[config.mk]
export PLATFORM = sky130hd
export DESIGN_NAME = gld_mul
export DESIGN_NICKNAME = d
export VERILOG_FILES = /design/src/hw/rtl/gld_pkg.sv /design/src/hw/rtl/gld_mul.sv
export SDC_FILE = /design/constraint.sdc
export NUM_CORES = 1
export LEC_CHECK = 0
export ABC_CLOCK_PERIOD_IN_PS = 13700
export BUFFER_PORTS_ARGS = -buffer_cell sky130_fd_sc_hd__buf_2
export CAP_MARGIN = 20
export CELL_PAD_IN_SITES_DETAIL_PLACEMENT = 2
export CELL_PAD_IN_SITES_GLOBAL_PLACEMENT = 2
export CORE_MARGIN = 8
export CORE_UTILIZATION = 44
export DETAILED_ROUTE_END_ITERATION = 10
export MAX_ROUTING_LAYER = met4
export PLACE_DENSITY = 0.87
export SLEW_MARGIN = 25
export SYNTH_ARGS = -nofsm -noshare
export SYNTH_HDL_FRONTEND = slang
export SYNTH_SLANG_ARGS = --single-unit
[constraint.sdc]
create_clock -name clk -period 13.7 [get_ports clk]
set_input_delay 2.055 -clock clk [delete_from_list [all_inputs] [get_ports clk]]
set_output_delay 2.055 -clock clk [all_outputs]
set_load 0.05 [all_outputs]
[src/hw/rtl/gld_pkg.sv]
// Shared constants, types and the exponential table for the Gaussian L2
// point-set distance block. Depends on nothing; every other RTL file but
// the generic RAM imports it.
package gld_pkg;

  // Sizing
  localparam int MAX_POINTS      = 256;
  localparam int EXP_TABLE_DEPTH = 1024;

  localparam int ADDR_W  = $clog2(MAX_POINTS);
  localparam int CNT_W   = $clog2(MAX_POINTS + 1);
  localparam int EXP_W   = $clog2(EXP_TABLE_DEPTH);
  localparam int COORD_W = 16;
  localparam int PT_W    = 3 * COORD_W;

  // Shared multiplier: 34 x 16 unsigned
  localparam int MUL_A_W = 34;
  localparam int MUL_B_W = 16;
  localparam int MUL_P_W = MUL_A_W + MUL_B_W;

  // Exponent rounding: d2 (Q8.24) * rate (Q8.8) -> units of 1/32
  localparam int EXP_SHIFT  = 27;
  localparam int E_FULL_W   = MUL_P_W + 1 - EXP_SHIFT;

  // Kernel sums and mean division
  localparam int SUM_W = 2 * ADDR_W + 16;
  localparam int DEN_W = 2 * CNT_W;
  localparam int NUM_W = SUM_W + 17;
  localparam int Q_W   = 32;

  // Op codes carried in the input user field
  localparam logic [1:0] OP_APPEND_A = 2'd0;
  localparam logic [1:0] OP_APPEND_B = 2'd1;
  localparam logic [1:0] OP_COMPUTE  = 2'd2;

  // Configuration registers
  localparam int         CFG_IDX_W       = 1;
  localparam int         CFG_DATA_W      = 16;
  localparam logic       REG_KERNEL_RATE = 1'b0;
  localparam logic       REG_NORM_GAIN   = 1'b1;
  localparam logic [15:0] RATE_RESET     = 16'd25600;
  localparam logic [15:0] GAIN_RESET     = 16'd4597;

  typedef struct packed {
    logic           done;
    logic [Q_W-1:0] quot;
  } div_res_t;

  typedef logic [EXP_TABLE_DEPTH-1:0][15:0] exp_tbl_t;

  // 65536*exp(-k/32) in Q0.16, built by a rounded Q32 decay recurrence
  function automatic exp_tbl_t build_exp_table();
    exp_tbl_t    tbl;
    logic [32:0] v;
    logic [33:0] e;
    logic [95:0] p;
    int          k;
    v = 33'h1_0000_0000;
    for (k = 0; k < EXP_TABLE_DEPTH; k++) begin
      e = ({1'b0, v} + 34'h8000) >> 16;
      tbl[k] = (e > 34'd65535) ? 16'hFFFF : e[15:0];
      p = {63'b0, v} * 96'd4162825044 + 96'h8000_0000;
      v = p[64:32];
    end
    return tbl;
  endfunction

  localparam exp_tbl_t EXP_TABLE = build_exp_table();

endpackage

[src/hw/rtl/gld_mul.sv]
// Shared 34x16 unsigned multiplier with registered product.
// Depends on gld_pkg for operand widths.
module gld_mul (
  input  logic                        clk,
  input  logic [gld_pkg::MUL_A_W-1:0] a,
  input  logic [gld_pkg::MUL_B_W-1:0] b,
  output logic [gld_pkg::MUL_P_W-1:0] p
);
  import gld_pkg::*;

  always_ff @(posedge clk) begin
    p <= a * b;
  end

endmodule

### Yosys cells after proc, flatten, opt, wreduce, memory -nomap -nowiden

Index checks and enable logic that the tools add are counted.

| storage, ports and cells | value |
|---|---|
| register bits after elaboration | 50 |
| input port bits | 51 |
| output and inout port bits | 50 |

| operators by class | value |
|---|---|
| multipliers | 1 |

Operator list:

| kind | number |
|---|---|
| 34-bit by 16-bit multiplier with 50-bit output | 1 |

### Logic depth before layout (Yosys ltp)

| logic depth | value |
|---|---|
| depth after elaboration | 1 |
| gate-level depth with buffers | 24 |

### Worst setup path after synthesis

Ideal clock, no wire load.

| path | value |
|---|---|
| kind | input port to flip-flop |
| start point | in b[9] (netlist name) |
| end point | reg p[47] (netlist name) |
| arrival | 7.532 ns |
| required time | 13.628 ns |
| path slack | 6.095 ns |
| stages | 22 |
| path buffers | 2 |
| cells stage by stage | clkbuf_1 > clkbuf_1 > nand2_1 > fa_1 > inv_1 > fa_1 > inv_1 > fa_1 > inv_1 > fa_1 > fa_1 > inv_1 > fa_1 > inv_1 > ha_1 > and2_1 > a221oi_2 > nand3_2 > a2111oi_4 > o21ai_2 > a221oi_2 > xnor2_1 |

| on the way | value |
|---|---|
| word-level cells in the longest chain between the ends | 1 |

RTL lines:

| item | line | RTL |
|---|---|---|
| start: declaration | gld_mul.sv:6 | `input logic [gld_pkg::MUL_B_W-1:0] b,` |
| 34-bit by 16-bit multiplier with 50-bit output | gld_mul.sv:12 | `p <= a * b;` |
| end signal: assignment | gld_mul.sv:12 |  |
| end: declaration | gld_mul.sv:7 | `output logic [gld_pkg::MUL_P_W-1:0] p` |

No other way between the ends.

### Worst setup path in the final report

| path | value |
|---|---|
| start point | in b[5] (netlist name) |
| end point | reg p[40] (netlist name) |

The elaborated chain is that of the path after synthesis.

==> run metrics <==
I/O Buffers=100; vias per inst=5.71; global route total overflow=0; max FFs per register=50; final max-slew violation count=0; syn nets=2666; GRT Total Usage=32.0%; Yosys top cell area share=48.8%; Synthesis Warnings=0; Worst Tran Pin Value=0.965 ns; CP Max Fanout=34; Post-Syn Area=0.0183 mm2; most used cell, CP=fa_1; Slew HR=35.7%; Seq cells post-synth=50; post_cts resized=0; global-route wire length before repair=113000 um; fill count=4452; DR vias=14.8k; per-cell routed wire length=28.2 um; Final period util=64.6%; setup bufs post-CTS=0; Critical Path End Type=register; final setup TNS=0 ns; Data arrival, critical path=9.08 ns; met2 GRT Util=59.3%; EDFF count, synth=0; First DRT Iteration DRCs=821; area of the die=0.0484 mm2; RSZ-0062 raised after global routing=false; CTS clk-pin slew, worst paths=0.08 ns; largest net degree at the start of global routing=35; Yosys cell types=62; Syn Inst Count=2047; Final Setup Violations=0; core area=0.0409 mm2; TritonCTS buffer count=5; post-synthesis sequential area ratio=5.47%; Die W=220 um; final antenna-violating net count=0; Hold Path Class=input pin to register; Peak Freq=113 MHz; top cells by area, synth=fa_1 (49%), inv_1 (9.5%), ha_1 (8.3%), and2_1 (8.0%), nand2_1 (7.3%); Post-route DRC=0; Largest regs=p x50; CP Class=input pin to register; die height=220 um; Max clock buf depth=2; Slowest-stage cell, CP=buf_2; vias in the first global route=18.9k; drt first pass iters=7; H-tree Lvls=2; most common flop cell mapped by yosys=dfxtp_1; crit path time final=8.85 ns; slowest stage delay, CP=0.67 ns; worst-path cell chain=buf_2 -> and2_1 -> fa_1 -> inv_1 -> fa_1 -> fa_1 -> inv_1 -> fa_1 -> fa_1 -> inv_1 -> fa_1 -> inv_1 -> ha_1 -> a21oi_1 -> o21ai_0 -> a211oi_1 -> o211ai_1 -> a211oi_1 -> o21ai_1 -> a21oi_1 -> xnor2_1; startpoint types=input pin; M1 GR Usage=31.9%; final wirelength=73100 um; initial antenna violation count=1; clk sinks=50; Ports=101; met3 Usage GRT=3.59%; layout cells sized above 1=6.61%; average size of a mapped cell=8.95 um2; outcome=complete, no violations; max_cap viols=0; Largest Register=p; Crit path required time=13.93 ns; # hold bufs at CTS=0; Detail Placement HPWL=55400 um; CTS Root Cell=clkbuf_16; busiest grt layer=met2; Hold Vio Cnt, Final=0; CTS tree=yes; num rows=74; Initial Util=44.7%; Area Growth Syn to Fin=5.15%; final RePlAce weighted congestion=0.926; async set-or-reset flop fraction in the synthesized netlist=0%; largest area contributor in the netlist=fa_1; final net count=2676
metrics by stage:
stage	instance area [um2]	hold slack, ns	setup WS, ns	utilization (%)	instances
after CTS	19300	2.25	4.94	47.0	2590
after detailed placement	19100	2.53	4.92	46.7	2582
after global placement	19100	2.52	5.30	46.7	2582
final	19300	2.26	4.85	47.1	2592
after global routing	19300	2.28	4.77	47.0	2591
after floorplan	18300	2.18	6.10	-	2047
cell type report:
class                   instances  area [um2]  share of cell area (%)
well taps                     532         666                    3.46
clock buffers                   6         139                   0.721
repair buffers                100         500                    2.60
clock inverters                 2        12.5                  0.0650
inverters                     462        1730                    9.01
diodes                          2        5.00                  0.0260
flip-flops and latches         50        1000                    5.20
multi-input cells            1438       15200                    78.9
critical path, delay by kind of cell:
family	cells	cell delay [ns]
simple gates	1	0.32
fa+ha+maj	7	3.40
xor+xnor	1	0.15
buf+inv	5	1.00
compound gates	7	2.15
Yosys cell counts (6+ instances only):
cell	instances
nand2_1	354
nor3_1	11
a21o_1	20
dfxtp_1	50
nand3_1	9
inv_1	462
xor2_1	17
fa_1	446
clkbuf_1	90
xnor2_1	27
o21ai_1	9
and2_1	234
buf_2	6
o21ai_0	23
nand4_1	9
o21a_1	6
a21oi_1	45
a211oi_1	8
o21bai_1	9
nor2_1	28
ha_1	122
final timing paths:
path | startpoint | to | slack (ns) | cells past startpoint
setup / recovery | b[5] | p[40]$_DFF_P_ | 4.85 | 21
hold / removal | a[0] | p[0]$_DFF_P_ | 2.26 | 2
logic make-up after synthesis:
family | synth area share, %
adders and majority gates | 57.1
DFF | 5.47
buffers and inverters | 11.5
and+or+nand+nor | 17.7
AOI/OAI and AO/OA | 6.07
xor gates and xnor gates | 2.10
placed cells by master, fill, tap and decap left out, types with 5 or more instances in the layout:
master	synthesis	final
a211oi_1	8	8
a21o_1	20	20
a21oi_1	45	45
a31oi_1	5	5
and2_1	234	234
and3_1	5	5
buf_2	6	100
clkbuf_16	0	5
dfxtp_1	50	50
fa_1	446	446
ha_1	122	122
inv_1	462	462
nand2_1	354	354
nand3_1	9	9
nand4_1	9	9
nor2_1	28	28
nor3_1	11	11
o21a_1	6	6
o21ai_0	23	23
o21ai_1	9	9
o21bai_1	9	9
xnor2_1	27	27
xor2_1	17	17
layer usage:
layer | vias up | wire length (um)
li1 | 6007 | -
met1 | 7947 | 25000
met2 | 534 | 40400
met3 | 317 | 2510
met4 | 0 | 5260
met5 | - | 0
Power is left out: the tool's default activity adds up to more than one toggle a clock period on the data nets, which glitch-free logic cannot reach.
