[config.mk]
export PLATFORM = sky130hd
export DESIGN_NAME = gld_div
export DESIGN_NICKNAME = d
export VERILOG_FILES = /design/src/hw/rtl/gld_pkg.sv /design/src/hw/rtl/gld_div.sv
export SDC_FILE = /design/constraint.sdc
export NUM_CORES = 1
export LEC_CHECK = 0
export BUFFER_PORTS_ARGS = -buffer_cell sky130_fd_sc_hd__buf_2
export CAP_MARGIN = 15
export CORE_MARGIN = 5
export CORE_UTILIZATION = 35
export CTS_CLUSTER_DIAMETER = 100
export DETAILED_ROUTE_END_ITERATION = 12
export PLACE_DENSITY_LB_ADDON = 0.15
export SLEW_MARGIN = 40
export SYNTH_ARGS = -nofsm -noshare
export SYNTH_HDL_FRONTEND = slang
export SYNTH_SLANG_ARGS = --single-unit
[constraint.sdc]
create_clock -name clk -period 5.7 [get_ports clk]
set_input_delay 0.57 -clock clk [delete_from_list [all_inputs] [get_ports clk]]
set_output_delay 0.57 -clock clk [all_outputs]
set_load 0.02 [all_outputs]
[src/hw/rtl/gld_pkg.sv]
// Shared constants, types and the exponential table for the Gaussian L2
// point-set distance block. Depends on nothing; every other RTL file but
// the generic RAM imports it.
package gld_pkg;

  // Sizing
  localparam int MAX_POINTS      = 256;
  localparam int EXP_TABLE_DEPTH = 1024;

  localparam int ADDR_W  = $clog2(MAX_POINTS);
  localparam int CNT_W   = $clog2(MAX_POINTS + 1);
  localparam int EXP_W   = $clog2(EXP_TABLE_DEPTH);
  localparam int COORD_W = 16;
  localparam int PT_W    = 3 * COORD_W;

  // Shared multiplier: 34 x 16 unsigned
  localparam int MUL_A_W = 34;
  localparam int MUL_B_W = 16;
  localparam int MUL_P_W = MUL_A_W + MUL_B_W;

  // Exponent rounding: d2 (Q8.24) * rate (Q8.8) -> units of 1/32
  localparam int EXP_SHIFT  = 27;
  localparam int E_FULL_W   = MUL_P_W + 1 - EXP_SHIFT;

  // Kernel sums and mean division
  localparam int SUM_W = 2 * ADDR_W + 16;
  localparam int DEN_W = 2 * CNT_W;
  localparam int NUM_W = SUM_W + 17;
  localparam int Q_W   = 32;

  // Op codes carried in the input user field
  localparam logic [1:0] OP_APPEND_A = 2'd0;
  localparam logic [1:0] OP_APPEND_B = 2'd1;
  localparam logic [1:0] OP_COMPUTE  = 2'd2;

  // Configuration registers
  localparam int         CFG_IDX_W       = 1;
  localparam int         CFG_DATA_W      = 16;
  localparam logic       REG_KERNEL_RATE = 1'b0;
  localparam logic       REG_NORM_GAIN   = 1'b1;
  localparam logic [15:0] RATE_RESET     = 16'd25600;
  localparam logic [15:0] GAIN_RESET     = 16'd4597;

  typedef struct packed {
    logic           done;
    logic [Q_W-1:0] quot;
  } div_res_t;

  typedef logic [EXP_TABLE_DEPTH-1:0][15:0] exp_tbl_t;

  // 65536*exp(-k/32) in Q0.16, built by a rounded Q32 decay recurrence
  function automatic exp_tbl_t build_exp_table();
    exp_tbl_t    tbl;
    logic [32:0] v;
    logic [33:0] e;
    logic [95:0] p;
    int          k;
    v = 33'h1_0000_0000;
    for (k = 0; k < EXP_TABLE_DEPTH; k++) begin
      e = ({1'b0, v} + 34'h8000) >> 16;
      tbl[k] = (e > 34'd65535) ? 16'hFFFF : e[15:0];
      p = {63'b0, v} * 96'd4162825044 + 96'h8000_0000;
      v = p[64:32];
    end
    return tbl;
  endfunction

  localparam exp_tbl_t EXP_TABLE = build_exp_table();

endpackage

[src/hw/rtl/gld_div.sv]
// Restoring divider, one quotient bit per cycle, for the kernel means.
// Depends on gld_pkg for widths and the result struct.
module gld_div (
  input  logic                      clk,
  input  logic                      rst,
  input  logic                      start,
  input  logic [gld_pkg::NUM_W-1:0] num,
  input  logic [gld_pkg::DEN_W-1:0] den,
  output gld_pkg::div_res_t         res
);
  import gld_pkg::*;

  localparam int CW = $clog2(NUM_W + 1);

  logic             busy;
  logic             done;
  logic [CW-1:0]    cnt;
  logic [DEN_W:0]   rem;
  logic [NUM_W-1:0] quo;
  logic [DEN_W-1:0] dvs;

  logic [DEN_W:0]   rem_sh;
  logic             fits;
  logic [DEN_W:0]   rem_next;

  // remainder stays below the divisor, so the shifted value fits DEN_W+1 bits
  always_comb begin
    rem_sh   = {rem[DEN_W-1:0], quo[NUM_W-1]};
    fits     = rem_sh >= {1'b0, dvs};
    rem_next = fits ? (rem_sh - {1'b0, dvs}) : rem_sh;
  end

  always_ff @(posedge clk) begin
    if (rst) begin
      busy <= 1'b0;
      done <= 1'b0;
      cnt  <= '0;
    end else begin
      done <= 1'b0;
      if (start) begin
        busy <= 1'b1;
        cnt  <= CW'(NUM_W);
        rem  <= '0;
        quo  <= num;
        dvs  <= den;
      end else if (busy) begin
        rem <= rem_next;
        quo <= {quo[NUM_W-2:0], fits};
        cnt <= cnt - CW'(1);
        if (cnt == CW'(1)) begin
          busy <= 1'b0;
          done <= 1'b1;
        end
      end
    end
  end

  assign res.done = done;
  assign res.quot = quo[Q_W-1:0];

  a_done_at_end: assert property (@(posedge clk) disable iff (rst)
    $fell(busy) |-> done)
    else $error("divider finished without done pulse");

  a_no_restart: assert property (@(posedge clk) disable iff (rst)
    start |-> !busy)
    else $error("divider started while busy");

endmodule

After elaboration in Yosys (flattened, before gate mapping)
Cells that the tools add are included.
{"block": "classes", "n_reduce_logical": 5, "add_sub_neg": 2, "magnitude_cmp": 1, "shift": 0, "multipliers": 0, "n_eq_ne": 1, "bitwise": 2, "div": 0, "muxes": 10}
{"cell": "two-way mux 49 bit", "n": 2}
{"cell": "two-way mux 18 bit", "n": 2}
{"cell": ">= comparator 19 x 18 -> 1 bit", "n": 1}
{"cell": "subtractor 18 bit", "n": 1}
{"cell": "two-way mux 6 bit", "n": 2}
{"cell": "equality test 6 x 1 -> 1 bit (second input constant)", "n": 1}
{"cell": "subtractor 6 x 1 -> 6 bit (second input constant)", "n": 1}
{"cell": "two-way mux 1 bit", "n": 4}
{"cell": "AND reduction 2 bit", "n": 2}
{"cell": "OR reduction 3 bit", "n": 1}
{"cell": "NOT 1 bit", "n": 2}
{"cell": "nonzero test 2 bit", "n": 1}
{"cell": "OR reduction 2 bit", "n": 1}
{"block": "totals", "out_inout_bits": 33, "ram_bits": 0, "latchBits": 0, "memories": 0, "regBits": 93, "rom_bits": 0, "word_cells": 28}

Logic depth before layout (Yosys ltp)
Gate-level depths: netlist of run 1.
{"block": "logic_depth", "depth_word": 4, "mapped_depth": 11, "ltp_nobuf": 11}

Worst setup path after synthesis of run 1
No wires, ideal clock.
{"block": "synth_path", "kind": "input -> register", "startpoint": "input port start", "endpoint": "register quo[0] (enable)", "arrival_ns": 3.968, "cell_stages": 4, "path_slack_ns": 1.240, "cell_sequence": "clkbuf_1 -> clkbuf_1 -> nor2_1 -> nor2_1"}
{"block": "synth_via", "elab_chain_cells": 2}
{"element": "start, declared", "line_no": "gld_div.sv:6", "source": "input logic start,"}
{"element": "nonzero test 2 bit (no line)"}
{"element": "AND reduction 2 bit (no line)"}
{"element": "end signal, assigned", "line_no": "gld_div.sv:44", "source": "quo <= num;"}
{"element": "end signal, assigned", "line_no": "gld_div.sv:48", "source": "quo <= {quo[NUM_W-2:0], fits};"}
{"element": "end, declared", "line_no": "gld_div.sv:19", "source": "logic [NUM_W-1:0] quo;"}
Every way passes these cells.
A chain may end at the register's enable or synchronous reset.

Worst setup path after layout of run 1
{"block": "layout_path", "startpoint": "register rem[13]", "endpoint": "register rem[14] (data pin)"}
{"block": "layout_via", "elab_chain_cells": 3, "word_cells_on_any_way": 4, "cone_classes": "add/sub: 1; order compare: 1; mux: 2"}
{"element": "start, declared", "line_no": "gld_div.sv:18", "source": "logic [DEN_W:0] rem;"}
{"element": "start signal, assigned", "line_no": "gld_div.sv:47", "source": "rem <= rem_next;"}
{"element": "subtractor 18 bit or >= comparator 19 x 18 -> 1 bit (tied branches)", "line_no": "gld_div.sv:30, gld_div.sv:29"}
{"element": "two-way mux 18 bit (*)", "line_no": "gld_div.sv:30", "source": "rem_next = fits ? (rem_sh - {1'b0, dvs}) : rem_sh;"}
{"element": "two-way mux 18 bit (*)", "line_no": "gld_div.sv:46", "source": "end else if (busy) begin"}
Mark *: on every way between the ends. The rest lies on a longest branch, timed or not. The select of a mux whose other input is x is not followed.

==> flow_metrics.env, run 1 <==
export IMPL_status="completed"
export IMPL_cp_slowest_stage_delay_ps=510
export IMPL_critPathRequiredTime_ps=5770
export IMPL_ctsResizeCount=0
export IMPL_power_density_nw_per_um2=321
export IMPL_endpoint_kind="register"
export IMPL_ioPinCount=103
export IMPL_crit_family="compound AO/OA/AOI/OAI gates"
export IMPL_ant_nets=0
export IMPL_grt_first_pass_wirelength_microns=16600
export IMPL_crit_path_top_delay_cell="or4_4"
export IMPL_cts_hold_buffers=0
export IMPL_final_max_slew_viol_count=0
export IMPL_clock_path_buffers=2
export IMPL_synth_edf_count=85
export IMPL_synth_cell_types=51
export IMPL_ys_ff_latch=93
export IMPL_fillers=1386
export IMPL_synth_flop_cell="edfxtp_1"
export IMPL_gr_max_usage_layer="met2"
export IMPL_clkLatencyLatePin_ps=350
export IMPL_cts_buffers=9
export IMPL_worstPathCellList="ha_1, a21oi_4, o21ai_2, o21a_1, or4_4, a21oi_4, buf_8, mux2i_1, nor2_1"
export IMPL_die_area_sq_um=16900
export IMPL_antenna_found_initial=1
export IMPL_synth_top_cells_by_area="edfxtp_1 51%, mux2_2 11%, ha_1 5.0%"
export IMPL_netlist_top_cell_by_area="edfxtp_1"
export IMPL_firstDrtPassIters=4
export IMPL_peakVddDrop_uv=136
export IMPL_grtUsageMet3_pct=5.03
export IMPL_grt_max_degree=54
export IMPL_die_h_microns=130
export IMPL_path_buf_inv=1
export IMPL_vias_per_cell=4.90
export IMPL_cp_arrival_ps=3070
export IMPL_start_kind="register"
export IMPL_rows=43
export IMPL_worst_clock_skew_ps=9.62
export IMPL_yosysTopAreaCellShare_pct=50.8
export IMPL_htreeDepth=3
export IMPL_rsz0062_at_grt="false"
export IMPL_cp_common_cell="a21oi_4"
export IMPL_hold_viol=0
export IMPL_portBuffers=102
export IMPL_cap_viol_max_count=0
export IMPL_multi_input_area_sq_um=1890
export IMPL_seq_area_frac_synth_pct=54.0
export IMPL_drive_above_1_share_pct=38.2
export IMPL_clkTransAtPathRegs_ps=70
export IMPL_syn_area_sq_um=5020
export IMPL_use_met1_pct=15.2
export IMPL_setup_violations=0
export IMPL_path_class="reg -> reg"
export IMPL_gp_congestion=0.801
export IMPL_drc=0
export IMPL_use_met2_pct=20.0
export IMPL_layout_nets=562
export IMPL_ys_warn_count=0
export IMPL_wl_per_cell_microns=15.4
export IMPL_hold_class="in -> reg"
export IMPL_finalWorstSetupSlack_ps=2700
export IMPL_via_count=3216
export IMPL_max_freq_ghz=0.334
export IMPL_place_ws_ps=2560
export IMPL_die_w_microns=130
export IMPL_async_flop_share_pct=0
export IMPL_final_setup_tns_ps=0
export IMPL_worstPathMaxFanout=13
export IMPL_cts_sinks=93
export IMPL_area_growth_pct=16.1
export IMPL_period_share_pct=52.6
export IMPL_n_antenna_cell=0
export IMPL_grt_pass1_vias=3460
export IMPL_start_util_pct=35.9
export IMPL_synthCells=401
export IMPL_post_dp_hpwl_microns=7330
export IMPL_wirelength_microns=10100
export IMPL_worst_slew_pin_slew_ps=738
export IMPL_regArea_sq_um=2710
export IMPL_cts_root_buf="clkbuf_16"
export IMPL_cts_tree="yes"
export IMPL_leakage_nw=2.33
export IMPL_grtUsageTotal_pct=12.6
export IMPL_core_sq_um=14000
export IMPL_drt_initial_drc_count=112
export IMPL_cts_setup_buffers=0
export IMPL_syn_nets=492
export IMPL_avgSynthCellArea_sq_um=12.5
export IMPL_grt_ovfl_total=0
export IMPL_fin_crit_ps=3000
export IMPL_slew_headroom_pct=50.2
[layer usage]
layer | vias up | part of all wire (%)
met4 | 2 | 1.6
met3 | 13 | 7.6
met5 | - | 0.20
met2 | 85 | 46
li1 | 1575 | -
met1 | 1541 | 45
[sequential cells by signal (all words and copies together), names as in the netlist]
| name | count |
|---|---|
| quo | 49 |
| dvs | 18 |
| cnt | 6 |
| done | 1 |
| busy | 1 |
| rem | 18 |
[cells in the final DEF, fill, tap and decap left out, drive strengths merged, types with 2 or more instances in the layout]
master,netlist,final
buf,38,108
edfxtp,85,85
mux2,48,48
nor2,28,28
a21oi,26,26
inv,22,25
ha,20,20
nand2,14,14
mux2i,14,14
o21ai,12,12
xnor2,10,10
xor2,9,9
clkbuf,11,9
dfxtp,8,8
nor3,6,6
a211oi,5,5
nand2b,4,4
o211ai,4,4
nand4,4,4
nand3,4,4
and4,3,3
a21o,3,3
clkinv,1,3
o21a,2,2
o21bai,2,2
nor2b,2,2
and3,2,2
bufinv,0,2
[cell families (layout without fill, tap and decap cells)]
logic type      count (synthesis)  after routing  synth area share, %
flops                          93             93                 54.0
simple gates                   72             72                 6.97
buf+inv                        72            147                 8.62
compound gates                 62             62                 8.19
mux                            62             62                 13.5
fa+ha+maj                      21             21                 5.38
xor+xnor                       19             19                 3.31
[worst paths after layout]
path / start / end / slack, ps / cells past startpoint
max reg2reg: rem[13] / rem[14] / 2700 / 9
min: den[7] / dvs[7] / 390 / 1
min reg2reg: cnt[1] / cnt[1] / 500 / 2
max: rem[13] / rem[14] / 2700 / 9
[through the flow]
stage | utilization (%) | cell area [sq um] | hold WS (ps) | total power (W) | std cells
after floorplan | - | 5020 | 469 | 0.00115 | 401
after global placement | 38.9 | 5440 | 488 | 0.00122 | 637
after detailed placement | 39.2 | 5490 | 501 | 0.00122 | 639
after CTS | 41.6 | 5820 | 379 | 0.00190 | 655
after global routing | 41.7 | 5830 | 380 | 0.00198 | 656
final | 41.7 | 5830 | 391 | 0.00187 | 656
[area by class of cell]
cell class                      instances  area share (%)
Sequential cell                        93            46.5
Tap cell                              180            3.86
Inverter                               23            1.48
Multi-Input combinational cell        236            32.4
Clock inverter                          7            1.80
Clock buffer                            9            3.86
Timing Repair Buffer                  108            10.1
[synthesized netlist by cell type (4+ instances only)]
master / count
o21ai_0: 11
buf_4: 33
nand2b_1: 4
xor2_1: 9
ha_1: 20
a211oi_1: 5
mux2i_1: 14
a21oi_1: 23
inv_1: 22
o211ai_1: 4
nand3_1: 4
mux2_2: 48
nand4_1: 4
nand2_1: 14
nor3_1: 6
edfxtp_1: 85
nor2_1: 28
clkbuf_1: 10
xnor2_1: 10
dfxtp_1: 8
[worst register-to-register path, cell delays in order, from the launching register on]
cell	delay [ps]
edfxtp_1	400
ha_1	430
a21oi_4	220
o21ai_2	110
o21a_1	200
or4_4	510
a21oi_4	360
buf_8	230
mux2i_1	220
nor2_1	60
[report_power, final]
part           total (W)  switching [W]  internal [W]  leakage (nW)
Clock           0.000667       0.000275      0.000392         0.164
Sequential      0.000836      0.0000244      0.000812         0.877
Combinational   0.000370       0.000204      0.000166          1.29
Total            0.00187       0.000503       0.00137          2.33
(Power assumes the default switching activity.)
==> inputs of run 2 (changes only) <==
clock period = 2.4 ns   (was 5.7 ns; I/O delays follow)
==> flow_metrics.env, run 2 (same netlist as run 1, synthesis figures left out) <==
export IMPL_firstDrtPassIters=4
export IMPL_drive_above_1_share_pct=50.5
export IMPL_final_max_slew_viol_count=0
export IMPL_grt_ovfl_total=0
export IMPL_top_regs="quo: 49 flops, dvs: 18 flops, rem: 18 flops"
export IMPL_die_area_sq_um=16900
export IMPL_ant_nets=0
export IMPL_place_area_sq_um=5900
export IMPL_leakage_nw=2.64
export IMPL_gp_congestion=0.828
export IMPL_violations="negative setup slack"
export IMPL_peakVddDrop_uv=341
export IMPL_grtUsageTotal_pct=14.0
export IMPL_hold_viol=0
export IMPL_drc=0
export IMPL_rows=43
export IMPL_largest_reg_flops=49
export IMPL_holdWs_ps=62.3
export IMPL_final_common_cell="buf_2"
export IMPL_die_h_microns=130
export IMPL_finalWorstSetupSlack_ps=-148
export IMPL_ioPinCount=103
export IMPL_reg2reg_slack_ps=-150
export IMPL_period_share_pct=106
export IMPL_grt_max_degree=68
export IMPL_vias_per_cell=4.80
export IMPL_grt_pass1_vias=3713
export IMPL_cts_buffers=9
export IMPL_start_kind="register"
export IMPL_cap_viol_max_count=0
export IMPL_path_class="reg -> reg"
export IMPL_endpoint_kind="register"
export IMPL_final_area_sq_um=6550
export IMPL_post_dp_hpwl_microns=8060
export IMPL_grt_first_pass_wirelength_microns=18400
export IMPL_via_count=3452
export IMPL_layout_nets=625
export IMPL_critPathRequiredTime_ps=2500
export IMPL_worst_slew_pin_slew_ps=470
export IMPL_hold_class="in -> reg"
export IMPL_layout_common_cells="102 x buf_2, 85 x edfxtp_1, 64 x buf_4"
export IMPL_max_freq_ghz=0.392
export IMPL_slew_headroom_pct=68.2
export IMPL_fillers=1325
export IMPL_status="finished, violations left"
export IMPL_htreeDepth=3
export IMPL_start_util_pct=35.9
export IMPL_power_density_nw_per_um2=737
export IMPL_setup_violations=19
export IMPL_worstPathMaxFanout=7
export IMPL_portBuffers=102
export IMPL_die_w_microns=130
export IMPL_post_route_util_pct=46.9
export IMPL_fin_crit_ps=2550
export IMPL_n_antenna_cell=0
export IMPL_cts_sinks=93
export IMPL_clock_path_buffers=2
export IMPL_rsz0062_at_grt="true"
export IMPL_worst_clock_skew_ps=9.25
export IMPL_cp_arrival_ps=2650
export IMPL_wl_per_cell_microns=15.9
export IMPL_clkLatencyLatePin_ps=350
export IMPL_cts_root_buf="clkbuf_16"
export IMPL_core_sq_um=14000
export IMPL_clkTransAtPathRegs_ps=70
export IMPL_regMostFlops="quo"
export IMPL_area_growth_pct=30.4
export IMPL_cts_tree="yes"
export IMPL_drt_initial_drc_count=116
export IMPL_wirelength_microns=11400
export IMPL_antenna_found_initial=0
==> run 2: cell types whose count changed in the layout (fill, tap and decap cells not counted), sizes merged <==
cell / change
inv: +1
buf: +63
clkinv: -1
==> run 2: power breakdown <==
group          switching (W)  total, W  internal (W)
Combinational       0.000574   0.00121      0.000636
Sequential         0.0000707   0.00200       0.00193
Clock               0.000682   0.00162      0.000941
==> run 2: cell type report <==
class / instances / area, sq um / area share (%)
clock buffer: 9 / 225 / 3.44
multi-input combinational: 236 / 2120 / 32.3
tap: 180 / 225 / 3.44
sequential: 93 / 2710 / 41.4
inverter: 23 / 86.3 / 1.32
timing repair buffer: 171 / 1070 / 16.4
clock inverter: 7 / 114 / 1.74
==> run 2: per-stage QoR <==
stage / TNS (ps) / setup slack (ps) / total power, W / cells
detailed placement: -3170 / -223 / 0.00310 / 693
global placement: -3170 / -204 / 0.00308 / 693
finish: -1790 / -148 / 0.00483 / 719
CTS: -2050 / -168 / 0.00485 / 716
floorplan: -1860 / -133 / 0.00274 / 401
global route: -4030 / -249 / 0.00508 / 719
==> run 2: path summary, 6_finish.rpt <==
kind / startpoint / end / cells after the start
setup / recovery: rem[13] / rem[12] / 9
hold reg to reg: cnt[1] / cnt[1] / 2
setup reg to reg: rem[13] / rem[12] / 9
hold / removal: den[7] / dvs[7] / 1
==> run 2: repair_timing <==
item,in CTS,in global routing
endpoints found under the setup margin,19,19
gates resized for setup,17,19
hold endpoints to repair,0,0
hold buffers,0,0
pin swaps,6,9
cloned,1,0
setup buffers,6,4
==> run 2: metal layers <==
layer	up-vias	GRT usage, %	part of all wire, %
li1	1697	-	-
met1	1656	16.8	43
met2	89	23.0	48
met3	10	5.16	8.4
met4	0	5.20	1.3
met5	-	0	0
==> run 2: critical path, cell delays in order (launching register included) <==
cell,delay (ps)
edfxtp_1,430
ha_4,290
a21oi_4,170
o21ai_2,70
o21a_1,170
or4_4,500
a21oi_4,220
buf_12,170
mux2i_2,210
nor2_1,70
==> inputs of run 3 (changes only) <==
--- a/config.mk
+++ b/config.mk
@@ -12,5 +12,5 @@
 export CTS_CLUSTER_DIAMETER = 100
 export DETAILED_ROUTE_END_ITERATION = 12
-export PLACE_DENSITY_LB_ADDON = 0.15
+export PLACE_DENSITY = 0.53
 export SLEW_MARGIN = 40
 export SYNTH_ARGS = -nofsm -noshare
==> constraint.sdc (replaced) <==
create_clock -name clk -period 2.4 [get_ports clk]
set_input_delay 0.24 -clock clk [delete_from_list [all_inputs] [get_ports clk]]
set_output_delay 0.24 -clock clk [all_outputs]
set_load 0.01 [all_outputs]
==> flow_metrics.env, run 3 (same netlist as run 1, synthesis figures left out) <==
export IMPL_ant_nets=0
export IMPL_cap_viol_max_count=0
export IMPL_portBuffers=102
export IMPL_critPathRequiredTime_ps=2480
export IMPL_r2r_start="rem[13]"
export IMPL_worst_clock_skew_ps=7.54
export IMPL_status="finished, violations left"
export IMPL_cts_root_buf="clkbuf_16"
export IMPL_largest_reg_flops=49
export IMPL_die_h_microns=130
export IMPL_leakage_nw=2.60
export IMPL_clkTransAtPathRegs_ps=70
export IMPL_setup_worst_path_end="rem[9]"
export IMPL_cts_hold_buffers=0
export IMPL_clkLatencyLatePin_ps=350
export IMPL_reg2reg_depth=9
export IMPL_wirelength_microns=11200
export IMPL_fin_crit_ps=2580
export IMPL_final_common_cell="buf_2"
export IMPL_cts_tree="yes"
export IMPL_endpoint_kind="register"
export IMPL_start_kind="register"
export IMPL_worstPathMaxFanout=8
export IMPL_gr_max_usage_layer="met2"
export IMPL_hold_viol=0
export IMPL_layout_common_cells="102 x buf_2, 85 x edfxtp_1, 55 x buf_4"
export IMPL_crit_start="rem[13]"
export IMPL_worstPathCellList="ha_4, a21oi_4, o21ai_2, o21a_1, or4_4, a21oi_4, buf_12, mux2i_1, nor2_1"
export IMPL_wl_per_cell_microns=15.7
export IMPL_start_util_pct=35.9
export IMPL_drc=0
export IMPL_hold_class="in -> reg"
export IMPL_cts_sinks=93
export IMPL_crit_path_top_delay_cell="or4_4"
export IMPL_grtUsageTotal_pct=13.9
export IMPL_cp_slowest_stage_delay_ps=500
export IMPL_post_dp_hpwl_microns=7980
export IMPL_place_ws_ps=-247
export IMPL_period_share_pct=108
export IMPL_grt_first_pass_wirelength_microns=18700
export IMPL_cp_common_cell="a21oi_4"
export IMPL_grtUsageMet3_pct=5.53
export IMPL_firstDrtPassIters=4
export IMPL_finalWorstSetupSlack_ps=-183
export IMPL_n_antenna_cell=0
export IMPL_peakVddDrop_uv=455
export IMPL_violations="negative setup slack"
export IMPL_setup_violations=19
export IMPL_rows=43
export IMPL_area_growth_pct=28.1
export IMPL_fillers=1306
export IMPL_rsz0062_at_grt="true"
export IMPL_core_sq_um=14000
export IMPL_htreeDepth=3
export IMPL_drive_above_1_share_pct=48.7
export IMPL_worst_path_stages=9
export IMPL_final_max_slew_viol_count=0
export IMPL_die_area_sq_um=16900
export IMPL_cts_buffers=9
export IMPL_reg2reg_slack_ps=-180
export IMPL_use_met2_pct=22.3
export IMPL_grt_ovfl_total=0
export IMPL_path_class="reg -> reg"
export IMPL_die_w_microns=130
export IMPL_regMostFlops="quo"
export IMPL_drt_initial_drc_count=124
export IMPL_final_setup_tns_ps=-2530
export IMPL_max_freq_ghz=0.387
export IMPL_grt_pass1_vias=3857
export IMPL_slew_headroom_pct=62.7
export IMPL_grt_max_degree=49
export IMPL_via_count=3427
export IMPL_layout_nets=618
export IMPL_vias_per_cell=4.81
export IMPL_power_density_nw_per_um2=707
export IMPL_gp_congestion=0.831
export IMPL_rr_endpoint="rem[9]"
export IMPL_crit_family="compound AO/OA/AOI/OAI gates"
export IMPL_antenna_found_initial=0
export IMPL_ioPinCount=103
export IMPL_use_met1_pct=17.7
export IMPL_worst_slew_pin_slew_ps=560
export IMPL_cp_arrival_ps=2660
export IMPL_path_buf_inv=1
export IMPL_top_regs="quo: 49 flops, dvs: 18 flops, rem: 18 flops"
export IMPL_clock_path_buffers=2
## run 3: cell count changes in the layout (fill, tap and decap cells not counted), sizes merged
cell    change
buf         -7
bufinv      -2
clkbuf      +2
clkinv      +1
inv         -1
## run 3: final cells by class
type	count	area [sq um]	share of cell area [%]
Timing Repair Buffer	164	1030	16.0
Tap cell	180	225	3.50
Sequential cell	93	2710	42.2
Clock inverter	5	41.3	0.642
Clock buffer	11	243	3.77
Multi-Input combinational cell	236	2100	32.6
Inverter	23	86.3	1.34
## run 3: routing by layer
metal | vias to the layer above | share of wire [%]
met5 | - | 0
met2 | 94 | 46
met4 | 0 | 1.2
met1 | 1641 | 45
li1 | 1682 | -
met3 | 10 | 7.4
## run 3: how the worst min path moves through the flow
stage | from | end | slack (ps) | depth (start not counted)
floorplan | den[0] | dvs[0] | 340 | 0
global placement | den[1] | dvs[1] | 420 | 1
detailed placement | den[15] | dvs[15] | 420 | 1
CTS | den[1] | dvs[1] | 50 | 1
global route | den[1] | dvs[1] | 40 | 1
finish | den[1] | dvs[1] | 60 | 1
## run 3: what timing repair did
action / CTS / global route
setup endpoints to repair: 19 / 19
gates resized for setup: 15 / 21
gates cloned: 1 / 0
pin swaps: 6 / 10
setup buffers: 7 / 3
## run 3: worst register-to-register path, delay by kind of cell, from the launching register on
kind | cells | cell delay (ps)
adders and majority gates | 1 | 300
AOI/OAI and AO/OA | 4 | 620
buffers and inverters | 1 | 170
DFF | 1 | 460
muxes | 1 | 200
and+or+nand+nor | 2 | 560
## run 3: power by group
part | switching, W | internal [W]
registers | 0.0000688 | 0.00193
clock network | 0.000638 | 0.000744
logic | 0.000551 | 0.000617
## run 3: per-stage QoR
step / hold slack [ps] / power [W] / util [%] / cell area (sq um) / std cells
after floorplan: 339 / 0.00271 / - / 5050 / 401
after global placement: 418 / 0.00304 / 41.9 / 5860 / 686
after detailed placement: 419 / 0.00306 / 41.9 / 5860 / 686
after CTS: 46.6 / 0.00457 / 45.3 / 6340 / 710
after global routing: 38.1 / 0.00481 / 46.0 / 6430 / 712
final: 63.4 / 0.00455 / 46.0 / 6430 / 712
